==> src/lift_mode_sequencer_p_control_defines.svh <==
// Assertion macros for the lift mode sequencer.
// No dependencies; included by the RTL file that asserts.
`ifndef LIFT_MODE_SEQUENCER_P_CONTROL_DEFINES_SVH
`define LIFT_MODE_SEQUENCER_P_CONTROL_DEFINES_SVH
`ifndef SYNTHESIS
`define LMS_ASSERT(label, clk, rstn, prop) \
    label: assert property (@(posedge clk) disable iff (!rstn) (prop)) else $error("lms");
`define LMS_ASSERT_RST(label, clk, prop) \
    label: assert property (@(posedge clk) (prop)) else $error("lms");
`else
`define LMS_ASSERT(label, clk, rstn, prop)
`define LMS_ASSERT_RST(label, clk, prop)
`endif
`endif

==> src/lms_pkg.sv <==
// Package for the lift mode sequencer: mode codes, sequencer states, constants.
// No dependencies.
package lms_pkg;
    typedef enum logic [2:0] {
        MODE_IDLE    = 3'd0,
        MODE_READY   = 3'd1,
        MODE_HOLD    = 3'd2,
        MODE_DROP    = 3'd3,
        MODE_ABORTED = 3'd4
    } lift_mode_t;

    typedef enum logic [2:0] {
        ST_IDLE,
        ST_LIFT_MUL,
        ST_LIFT_DIV,
        ST_REL_MUL,
        ST_REL_DIV,
        ST_OUT
    } seq_state_t;

    localparam int unsigned DIVISOR   = 127 * 1024;
    localparam int unsigned VOLT_MAX  = 12000;
    localparam int unsigned QUO_BITS  = 32;

    localparam logic [2:0] OPT_NONE   = 3'd0;
    localparam logic [2:0] OPT_RIGHT  = 3'd1;
    localparam logic [2:0] OPT_LEFT   = 3'd2;
    localparam logic [2:0] OPT_FORCE  = 3'd3;
    localparam logic [2:0] OPT_YELLOW = 3'd4;
    localparam logic [2:0] OPT_STICK  = 3'd5;
    localparam logic [2:0] OPT_BACK   = 3'd6;

    localparam logic signed [14:0] ROT_P127 = 15'sd12000;
    localparam logic signed [14:0] ROT_N127 = -15'sd12000;
    localparam logic signed [14:0] ROT_P100 = 15'sd9448;
    localparam logic signed [14:0] ROT_N90  = -15'sd8503;

    typedef struct packed {
        logic start;
        logic busy;
        logic done;
    } div_ctl_t;
endpackage

==> src/lms_divider.sv <==
// Divide by 127*1024: shift right by 10, then multiply by ceil(2^28/127) and keep
// the bits above 2^28 (exact for shifted values below 2^21). Depends on lms_pkg.
module lms_divider
    import lms_pkg::*;
(
    input  logic                aclk,
    input  logic                aresetn,
    input  logic                start,
    input  logic [QUO_BITS-1:0] dividend,
    output div_ctl_t            ctl,
    output logic [QUO_BITS-1:0] quotient
);
    localparam int unsigned XB     = 21;      // dividend >> 10 stays below 2^21
    localparam int unsigned PW     = 43;      // 21 x 22 bit product
    localparam int unsigned LO_SH  = 10;      // divide by 1024
    localparam int unsigned RC_SH  = 28;
    localparam logic [21:0] RECIP  = 22'd2113666;   // ceil(2^28 / 127)

    logic [XB-1:0] x_reg, x_next;
    logic [PW-1:0] p_reg, p_next;
    logic          busy_reg, busy_next, done_reg, done_next;

    always_comb begin
        x_next = x_reg; p_next = p_reg;
        busy_next = 1'b0; done_next = 1'b0;
        if (start) begin
            x_next = XB'(dividend >> LO_SH);
            busy_next = 1'b1;
        end else if (busy_reg) begin
            p_next = PW'(x_reg) * PW'(RECIP);
            done_next = 1'b1;
        end
    end

    always_ff @(posedge aclk) begin
        x_reg <= x_next; p_reg <= p_next;
        if (!aresetn) begin
            busy_reg <= 1'b0; done_reg <= 1'b0;
        end else begin
            busy_reg <= busy_next; done_reg <= done_next;
        end
    end

    assign quotient  = QUO_BITS'(p_reg[PW-1:RC_SH]);
    assign ctl.start = start;
    assign ctl.busy  = busy_reg;
    assign ctl.done  = done_reg;
endmodule

==> src/lift_mode_sequencer_p_control.sv <==
// Lift mode sequencer: one tick per input word, one result word per tick.
// From accept to m_tvalid: per loop three steps on the shared
// multiplier and two on the shared reciprocal divider, then the output state.
// One word at a time: s_tready is low while a tick is in work or a result word waits.
// Reset (aresetn, synchronous, active low): mode idle, goals zero and active, regs zero.
// Depends on lms_pkg, lms_divider and lift_mode_sequencer_p_control_defines.svh.
`include "lift_mode_sequencer_p_control_defines.svh"
module lift_mode_sequencer_p_control
    import lms_pkg::*;
#(
    parameter int SPIN_OFFSET   = 200,
    parameter int POSITION_BITS = 16
) (
    input  logic        aclk,
    input  logic        aresetn,
    input  logic        cfg_we,
    input  logic [2:0]  cfg_index,
    input  logic [15:0] cfg_wdata,
    input  logic        s_tvalid,
    output logic        s_tready,
    // lift_position[15:0] release_position[31:16] optical_mode[34:32] sees_black[35]
    // button_spin_back[36] button_spin_fwd[37] button_advance[38] button_abort[39]
    // time_phase[48:40], zero fill to 56
    input  logic [55:0] s_tdata,
    output logic        m_tvalid,
    input  logic        m_tready,
    // lift_drive[14:0] release_drive[29:15] rotate_drive[44:30] clear_optical[45]
    // mode_now[48:46], zero fill to 56
    output logic [55:0] m_tdata
);
    localparam int PB = POSITION_BITS;
    localparam int EB = ((PB > 16) ? PB : 16) + 2;   // goal - position width
    localparam logic signed [PB-1:0] PMAX = {1'b0, {(PB-1){1'b1}}};
    localparam logic signed [PB-1:0] PMIN = {1'b1, {(PB-1){1'b0}}};

    logic [15:0] regs_reg [8];
    always_ff @(posedge aclk) begin
        if (!aresetn) begin
            for (int i = 0; i < 8; i++) regs_reg[i] <= '0;
        end else if (cfg_we) begin
            regs_reg[cfg_index] <= cfg_wdata;
        end
    end

    function automatic logic signed [PB-1:0] sat_pos(input logic signed [31:0] x);
        if (x > 32'(signed'(PMAX))) return PMAX;
        if (x < 32'(signed'(PMIN))) return PMIN;
        return PB'(x);
    endfunction

    // input fields
    logic signed [15:0] lpos, rpos;
    logic [2:0] opt;
    logic black, btn_a, btn_y, adv, abrt;
    logic [8:0] phase;
    assign lpos = s_tdata[15:0];  assign rpos = s_tdata[31:16];
    assign opt = s_tdata[34:32];  assign black = s_tdata[35];
    assign btn_a = s_tdata[36];   assign btn_y = s_tdata[37];
    assign adv = s_tdata[38];     assign abrt = s_tdata[39];
    assign phase = s_tdata[48:40];

    lift_mode_t          mode_reg, mode_next;
    logic                adv_prev_reg;
    logic signed [PB-1:0] lgoal_reg, lgoal_next, rgoal_reg, rgoal_next;
    logic                loff_reg, loff_next, roff_reg, roff_next;
    logic signed [14:0]  rot_next, rot_reg;
    logic                clr_next, clr_reg, abort_reg;
    logic signed [EB-1:0] lerr_reg, rerr_reg;
    logic                offset, edge_det;
    lift_mode_t          m0;

    // tick decode, done at acceptance
    always_comb begin
        rot_next = '0; offset = 1'b0; clr_next = 1'b0;
        case (opt)
            OPT_RIGHT, OPT_FORCE:   rot_next = ROT_P127;
            OPT_LEFT:               rot_next = ROT_N127;
            OPT_YELLOW, OPT_STICK:  rot_next = black ? ROT_P100 : ROT_P127;
            OPT_BACK:               rot_next = ROT_N90;
            default:                rot_next = '0;
        endcase
        if (opt != OPT_NONE && opt != 3'd7) offset = 1'b1;
        m0 = mode_reg;
        if (btn_a) begin clr_next = 1'b1; m0 = MODE_HOLD; offset = 1'b1; rot_next = ROT_N127; end
        if (btn_y) begin clr_next = 1'b1; m0 = MODE_HOLD; offset = 1'b1; rot_next = ROT_P127; end
        edge_det = adv && !adv_prev_reg;
        mode_next = m0; lgoal_next = lgoal_reg; rgoal_next = rgoal_reg;
        loff_next = loff_reg; roff_next = roff_reg;
        unique case (m0)
            MODE_IDLE: if (edge_det) mode_next = MODE_READY;
            MODE_READY: begin
                lgoal_next = sat_pos(32'(signed'(regs_reg[0])));
                rgoal_next = sat_pos(32'(signed'(regs_reg[3])));
                loff_next = 1'b0; roff_next = 1'b0;
                if (edge_det) mode_next = MODE_HOLD;
            end
            MODE_HOLD: begin
                lgoal_next = sat_pos(32'(signed'(regs_reg[1]))
                                     - (offset ? 32'(SPIN_OFFSET) : 32'sd0));
                rgoal_next = sat_pos(32'(signed'(regs_reg[4])));
                loff_next = 1'b0; roff_next = 1'b0;
                if (edge_det) mode_next = MODE_DROP;
            end
            MODE_DROP: begin
                lgoal_next = sat_pos(32'(signed'(regs_reg[2])));
                rgoal_next = sat_pos(32'(signed'(regs_reg[5])));
                loff_next = 1'b0; roff_next = 1'b0;
                rot_next = (phase > 9'd250) ? ROT_P127 : ROT_N127;
                if (edge_det) mode_next = MODE_READY;
            end
            default: mode_next = MODE_IDLE;
        endcase
    end

    // shared multiplier + divider sequencer
    seq_state_t st_reg, st_next;
    logic [EB-2:0]  mag_reg;       // |err|
    logic           neg_reg;
    logic [63:0]    prod_reg;      // |err| * gain (fits)
    logic [15:0]    gain_sel;
    logic           div_start;
    div_ctl_t       dctl;
    logic [QUO_BITS-1:0] quo;
    logic signed [14:0] ld_reg, rd_reg;
    logic           step_mul;
    logic [1:0]     mphase_reg;
    logic signed [EB-1:0] err_sel;
    logic accept;
    logic mul_off_l, mul_off_r;

    assign accept = s_tvalid && s_tready;
    assign s_tready = (st_reg == ST_IDLE) && !m_tvalid;

    function automatic logic signed [14:0] sat_drive(input logic [QUO_BITS-1:0] q,
                                                     input logic n);
        logic signed [14:0] v;
        v = (q > QUO_BITS'(VOLT_MAX)) ? 15'sd12000 : 15'(q);
        return n ? -v : v;
    endfunction

    assign err_sel = (st_reg == ST_LIFT_MUL) ? lerr_reg : rerr_reg;
    assign gain_sel = (st_reg == ST_LIFT_MUL) ? regs_reg[6] : regs_reg[7];
    assign div_start = (st_reg == ST_LIFT_MUL || st_reg == ST_REL_MUL) && mphase_reg == 2'd2;

    always_comb begin
        st_next = st_reg;
        unique case (st_reg)
            ST_IDLE:     if (accept) st_next = ST_LIFT_MUL;
            ST_LIFT_MUL: if (mphase_reg == 2'd2) st_next = ST_LIFT_DIV;
            ST_LIFT_DIV: if (dctl.done) st_next = ST_REL_MUL;
            ST_REL_MUL:  if (mphase_reg == 2'd2) st_next = ST_REL_DIV;
            ST_REL_DIV:  if (dctl.done) st_next = ST_OUT;
            ST_OUT:      st_next = ST_IDLE;
            default:     st_next = ST_IDLE;
        endcase
    end
    assign step_mul = (st_reg == ST_LIFT_MUL || st_reg == ST_REL_MUL);

    always_ff @(posedge aclk) begin
        if (accept) begin
            rot_reg <= rot_next; clr_reg <= clr_next || abrt; abort_reg <= abrt;
            lerr_reg <= EB'(lgoal_next) - EB'(lpos);
            rerr_reg <= EB'(rgoal_next) - EB'(rpos);
        end
        // phase 0: magnitude, phase 1: *gain, phase 2: *12000 (combinational) starts the divider
        if (step_mul) begin
            if (mphase_reg == 2'd0) begin
                neg_reg <= err_sel[EB-1];
                mag_reg <= (EB-1)'(err_sel[EB-1] ? -err_sel : err_sel);
            end else if (mphase_reg == 2'd1) begin
                prod_reg <= 64'(mag_reg) * 64'(gain_sel);
            end
        end
        if (st_reg == ST_LIFT_DIV && dctl.done) ld_reg <= sat_drive(quo, neg_reg);
        if (st_reg == ST_REL_DIV && dctl.done) rd_reg <= sat_drive(quo, neg_reg);
        if (!aresetn) begin
            st_reg <= ST_IDLE; mphase_reg <= '0; m_tvalid <= 1'b0;
            mode_reg <= MODE_IDLE; adv_prev_reg <= 1'b0;
            lgoal_reg <= '0; rgoal_reg <= '0; loff_reg <= 1'b0; roff_reg <= 1'b0;
        end else begin
            st_reg <= st_next;
            mphase_reg <= step_mul && mphase_reg != 2'd2 ? mphase_reg + 2'd1 : 2'd0;
            if (accept) begin
                adv_prev_reg <= adv;
                mode_reg <= abrt ? MODE_ABORTED : mode_next;
                lgoal_reg <= lgoal_next; rgoal_reg <= rgoal_next;
                loff_reg <= abrt ? 1'b1 : loff_next;
                roff_reg <= abrt ? 1'b1 : roff_next;
                // goal-off flags before abort gate the loops
                mul_off_l <= loff_next; mul_off_r <= roff_next;
            end
            if (st_reg == ST_OUT) m_tvalid <= 1'b1;
            else if (m_tvalid && m_tready) m_tvalid <= 1'b0;
        end
    end

    // product * 12000 fed to divider; |err|*gain < 2^34, *12000 < 2^48, but
    // saturation above 13000*127*1024 keeps the dividend in 32 bits
    logic [63:0] big;
    logic [QUO_BITS-1:0] dvd;
    assign big = prod_reg * 64'(VOLT_MAX);
    assign dvd = (big >= 64'(DIVISOR) * 64'(13000)) ? QUO_BITS'(DIVISOR * 13000)
                                                    : QUO_BITS'(big);

    lms_divider u_div (
        .aclk(aclk), .aresetn(aresetn), .start(div_start),
        .dividend(dvd), .ctl(dctl), .quotient(quo)
    );

    logic signed [14:0] ld_out, rd_out;
    assign ld_out = (mul_off_l || abort_reg) ? 15'sd0 : ld_reg;
    assign rd_out = mul_off_r ? 15'sd0 : rd_reg;
    assign m_tdata = {7'd0, 3'(mode_reg), clr_reg, rot_reg, rd_out, ld_out};

    `LMS_ASSERT(a_busy_no_ready, aclk, aresetn, (st_reg != ST_IDLE) |-> !s_tready)
    `LMS_ASSERT(a_accept_starts, aclk, aresetn, accept |=> (st_reg == ST_LIFT_MUL))
    `LMS_ASSERT(a_abort_mode, aclk, aresetn,
        (accept && abrt) |=> (mode_reg == MODE_ABORTED))
    `LMS_ASSERT(a_drive_range, aclk, aresetn,
        m_tvalid |-> (ld_out <= 15'sd12000 && ld_out >= -15'sd12000))
endmodule
==> config.mk <==
export PLATFORM = sky130hd
export DESIGN_NAME = lift_mode_sequencer_p_control
export DESIGN_NICKNAME = d
export VERILOG_FILES = /design/src/lms_pkg.sv /design/src/lms_divider.sv /design/src/lift_mode_sequencer_p_control.sv
export VERILOG_INCLUDE_DIRS = /design/src /design/src/src
export SDC_FILE = /design/constraint.sdc
export NUM_CORES = 2
export LEC_CHECK = 0
export BUFFER_PORTS_ARGS = -buffer_cell sky130_fd_sc_hd__buf_4
export CAP_MARGIN = 20
export CORE_MARGIN = 2
export CORE_UTILIZATION = 44
export DETAILED_ROUTE_END_ITERATION = 6
export GPL_TIMING_DRIVEN = 0
export PLACE_DENSITY = 0.74
export SLEW_MARGIN = 20
export SYNTH_ARGS = -nofsm -noshare
export SYNTH_HDL_FRONTEND = slang
export SYNTH_SLANG_ARGS = --single-unit
==> constraint.sdc <==
create_clock -name aclk -period 7.7 [get_ports aclk]
set_clock_uncertainty 0.2 [all_clocks]
set_input_delay 1.54 -clock aclk [delete_from_list [all_inputs] [get_ports aclk]]
set_output_delay 1.54 -clock aclk [all_outputs]
set_load 0.005 [all_outputs]
==> results_dict.tcl <==
set metrics [dict create \
    fp.coreArea_sq_um 77300 \
    crit_arrival_ps 7570 \
    min_path_type "reg2reg" \
    ys_types 93 \
    path_max_fanout 10 \
    netlist_instances 3387 \
    dieArea_sq_um 80200 \
    asyncSetResetFlopFracSynth_pct 0 \
    hold_violations 0 \
    track_usage_pct 20.1 \
    drt_iter0_markers 1576 \
    maxCapViolations 0 \
    num-nets-final 4470 \
    synth_warnings 0 \
    syn2layout_area_growth_pct 13.7 \
    cts_root_buffer "clkbuf_16" \
    cts_made_buffers 36 \
    hold_start "loff_reg$_SDFFE_PN0P_" \
    synthFlopType "edfxtp_1" \
    antenna_violating_nets_post_route 0 \
    drv_slew 0 \
    grt_overflow 0 \
    finalSetupViolCount 0 \
    regToRegSetupSlack_ps 210 \
    cts_buffer_depth 3 \
    crit_path_end_kind "flip-flop" \
    initial_utilization_pct 44.3 \
    synth.area.top_cells "edfxtp_1 25%, fa_1 22%, ha_1 15%, inv_1 6.0%, and2_1 3.9%" \
    reg2regPathDepth 28 \
    io_pins 138 \
    finalCritPeriodShare_pct 97.3 \
    chipWidth_microns 283 \
    worst_path_largest_cell_delay_ps 580 \
    synth_commonest_cells "548 x inv_1, 399 x ha_1, 376 x fa_1" \
    synth.ff_latch_count 337 \
    hold_buffers 0 \
    drt-vias-per-instance 5.28 \
    routed_wl_microns 80200 \
    grt_max_degree 36 \
    r2r-end "prod_reg[30]$_DFFE_PP_" \
    synth_top_cell_by_area "edfxtp_1" \
    critPathLaunchType "flip-flop" \
    synth_area_per_cell_sq_um 10.1 \
    hpwl_microns 64000 \
    reg2reg_from "st_reg[0]$_SDFFE_PN0P_" \
    first_global_vias 25112 \
    synth_sequential_area_ratio_pct 28.2 \
    clkSinkCount 337 \
    port_buffers 120 \
    critPathKind "reg2reg" \
    place_congestion 0.898 \
    slew_headroom_pct 28.5 \
    rows 102 \
    vias 24712 \
    hold_end "loff_reg$_SDFFE_PN0P_" \
    wire_per_inst_microns 17.1 \
    synth_edf_count 291 \
    tritoncts "done" \
    drtPass1Iterations 6 \
    fin_util_pct 50.4 \
    yosysTopAreaCellShare_pct 25.5 \
    worstMarginPinSlew_ps 1040 \
    antenna_cells 0 \
    htree_levels 2 \
    clk_pin_slew_ps 60 \
    grt_pass1_wl_microns 131000 \
    netlist_area_sq_um 34300 \
    die_y_microns 283 \
    status "finished clean" \
    antenna_found_initial 0 \
    fmax_mhz 134 \
    drive_gt1_share_pct 10.8 \
    worstPathRequired_ps 7780 \
    clk_latency_ps 550 \
    fin_crit_ps 7490 \
    yosysMostFrequentCell "inv_1" \
    drc 0 \
    largest_reg_flops 128 \
    cpMostUsedCell "fa_1" \
    slowest_stage "fa_1" \
    whs_path_depth 2 \
    crit_start "st_reg[0]$_SDFFE_PN0P_" \
]
-- final cells by class --
cell class / count / area [sq um]
Tap cell: 1040 / 1300
Sequential cell: 337 / 9660
Timing Repair Buffer: 186 / 1480
Clock inverter: 17 / 194
Multi-Input combinational cell: 2394 / 22600
Inverter: 550 / 2070
Buffer: 110 / 694
Fill cell: 6899 / 38300
Clock buffer: 47 / 972
-- cell usage in the layout, fill, tap and decap left out, drive strengths merged, types with 13 or more instances in the layout --
master / instances
nand3: 31
a21o: 53
and2: 216
o21ai: 78
xnor2: 73
nor3: 44
a21boi: 16
a222oi: 24
nor2b: 76
nand2b: 32
o21bai: 13
nand2: 318
a31oi: 13
fa: 376
a21oi: 126
xor2: 41
buf: 215
ha: 399
a211oi: 48
clkbuf: 128
o21a: 21
mux2i: 21
edfxtp: 291
inv: 551
dfxtp: 46
nor4: 20
nand4: 14
nor2: 181
-- critical path: cells and delay by family, from the launching register on --
kind | cells | cell delay [ps]
fa+ha+maj | 7 | 3380
xor+xnor | 1 | 150
flops | 1 | 310
mux | 1 | 270
simple gates | 5 | 580
compound gates | 7 | 1450
buf+inv | 7 | 880
-- layer usage --
| layer | wire [microns] | GRT usage [%] | vias up |
|---|---|---|---|
| met4 | 2500 | 5.83 | 0 |
| li1 | - | - | 11728 |
| met5 | 0 | 0 | - |
| met3 | 4170 | 2.30 | 153 |
| met2 | 39000 | 34.0 | 672 |
| met1 | 34500 | 27.2 | 12159 |
-- how the worst max path moves through the flow --
stage | slack (ps) | cells past startpoint | end
after global placement | -1410 | 30 | prod_reg[31]$_DFFE_PP_
after CTS | 6 | 34 | prod_reg[30]$_DFFE_PP_
after floorplan | 6 | 34 | prod_reg[30]$_DFFE_PP_
final | 210 | 28 | prod_reg[30]$_DFFE_PP_
after detailed placement | -1630 | 30 | prod_reg[31]$_DFFE_PP_
after global routing | -50 | 31 | prod_reg[30]$_DFFE_PP_
-- logic make-up after synthesis --
group | synth area share [%]
AND/OR/NAND/NOR | 14.5
adder cells (fa/ha/maj) | 36.5
buffers and inverters | 7.50
AO/OA/AOI/OAI | 9.70
flip-flops | 28.2
XOR/XNOR | 2.93
multiplexers | 0.679
other | 0.0109
-- repair_timing --
item,4_1_cts,5_1_grt
setup endpoints to repair,20,15
setup buffers,27,25
pin swaps,25,38
resized for setup,106,53
gates cloned,0,1
-- metrics by stage --
stage | setup WS (ps) | instances | hold WS, ps | TNS (ps) | instance area, sq um
after CTS | 5.64 | 4659 | 256 | 0 | 38600
after floorplan | 6.06 | 3396 | 232 | 0 | 34300
final | 211 | 4681 | 257 | 0 | 39000
after global placement | -1410 | 4556 | 243 | -13020 | 36600
after detailed placement | -1630 | 4569 | 248 | -16530 | 36800
after global routing | -51.5 | 4681 | 283 | -72.9 | 39000
Power is not shown: default switching activity piles up to over one toggle a cycle in this logic, so the estimate is an artifact.
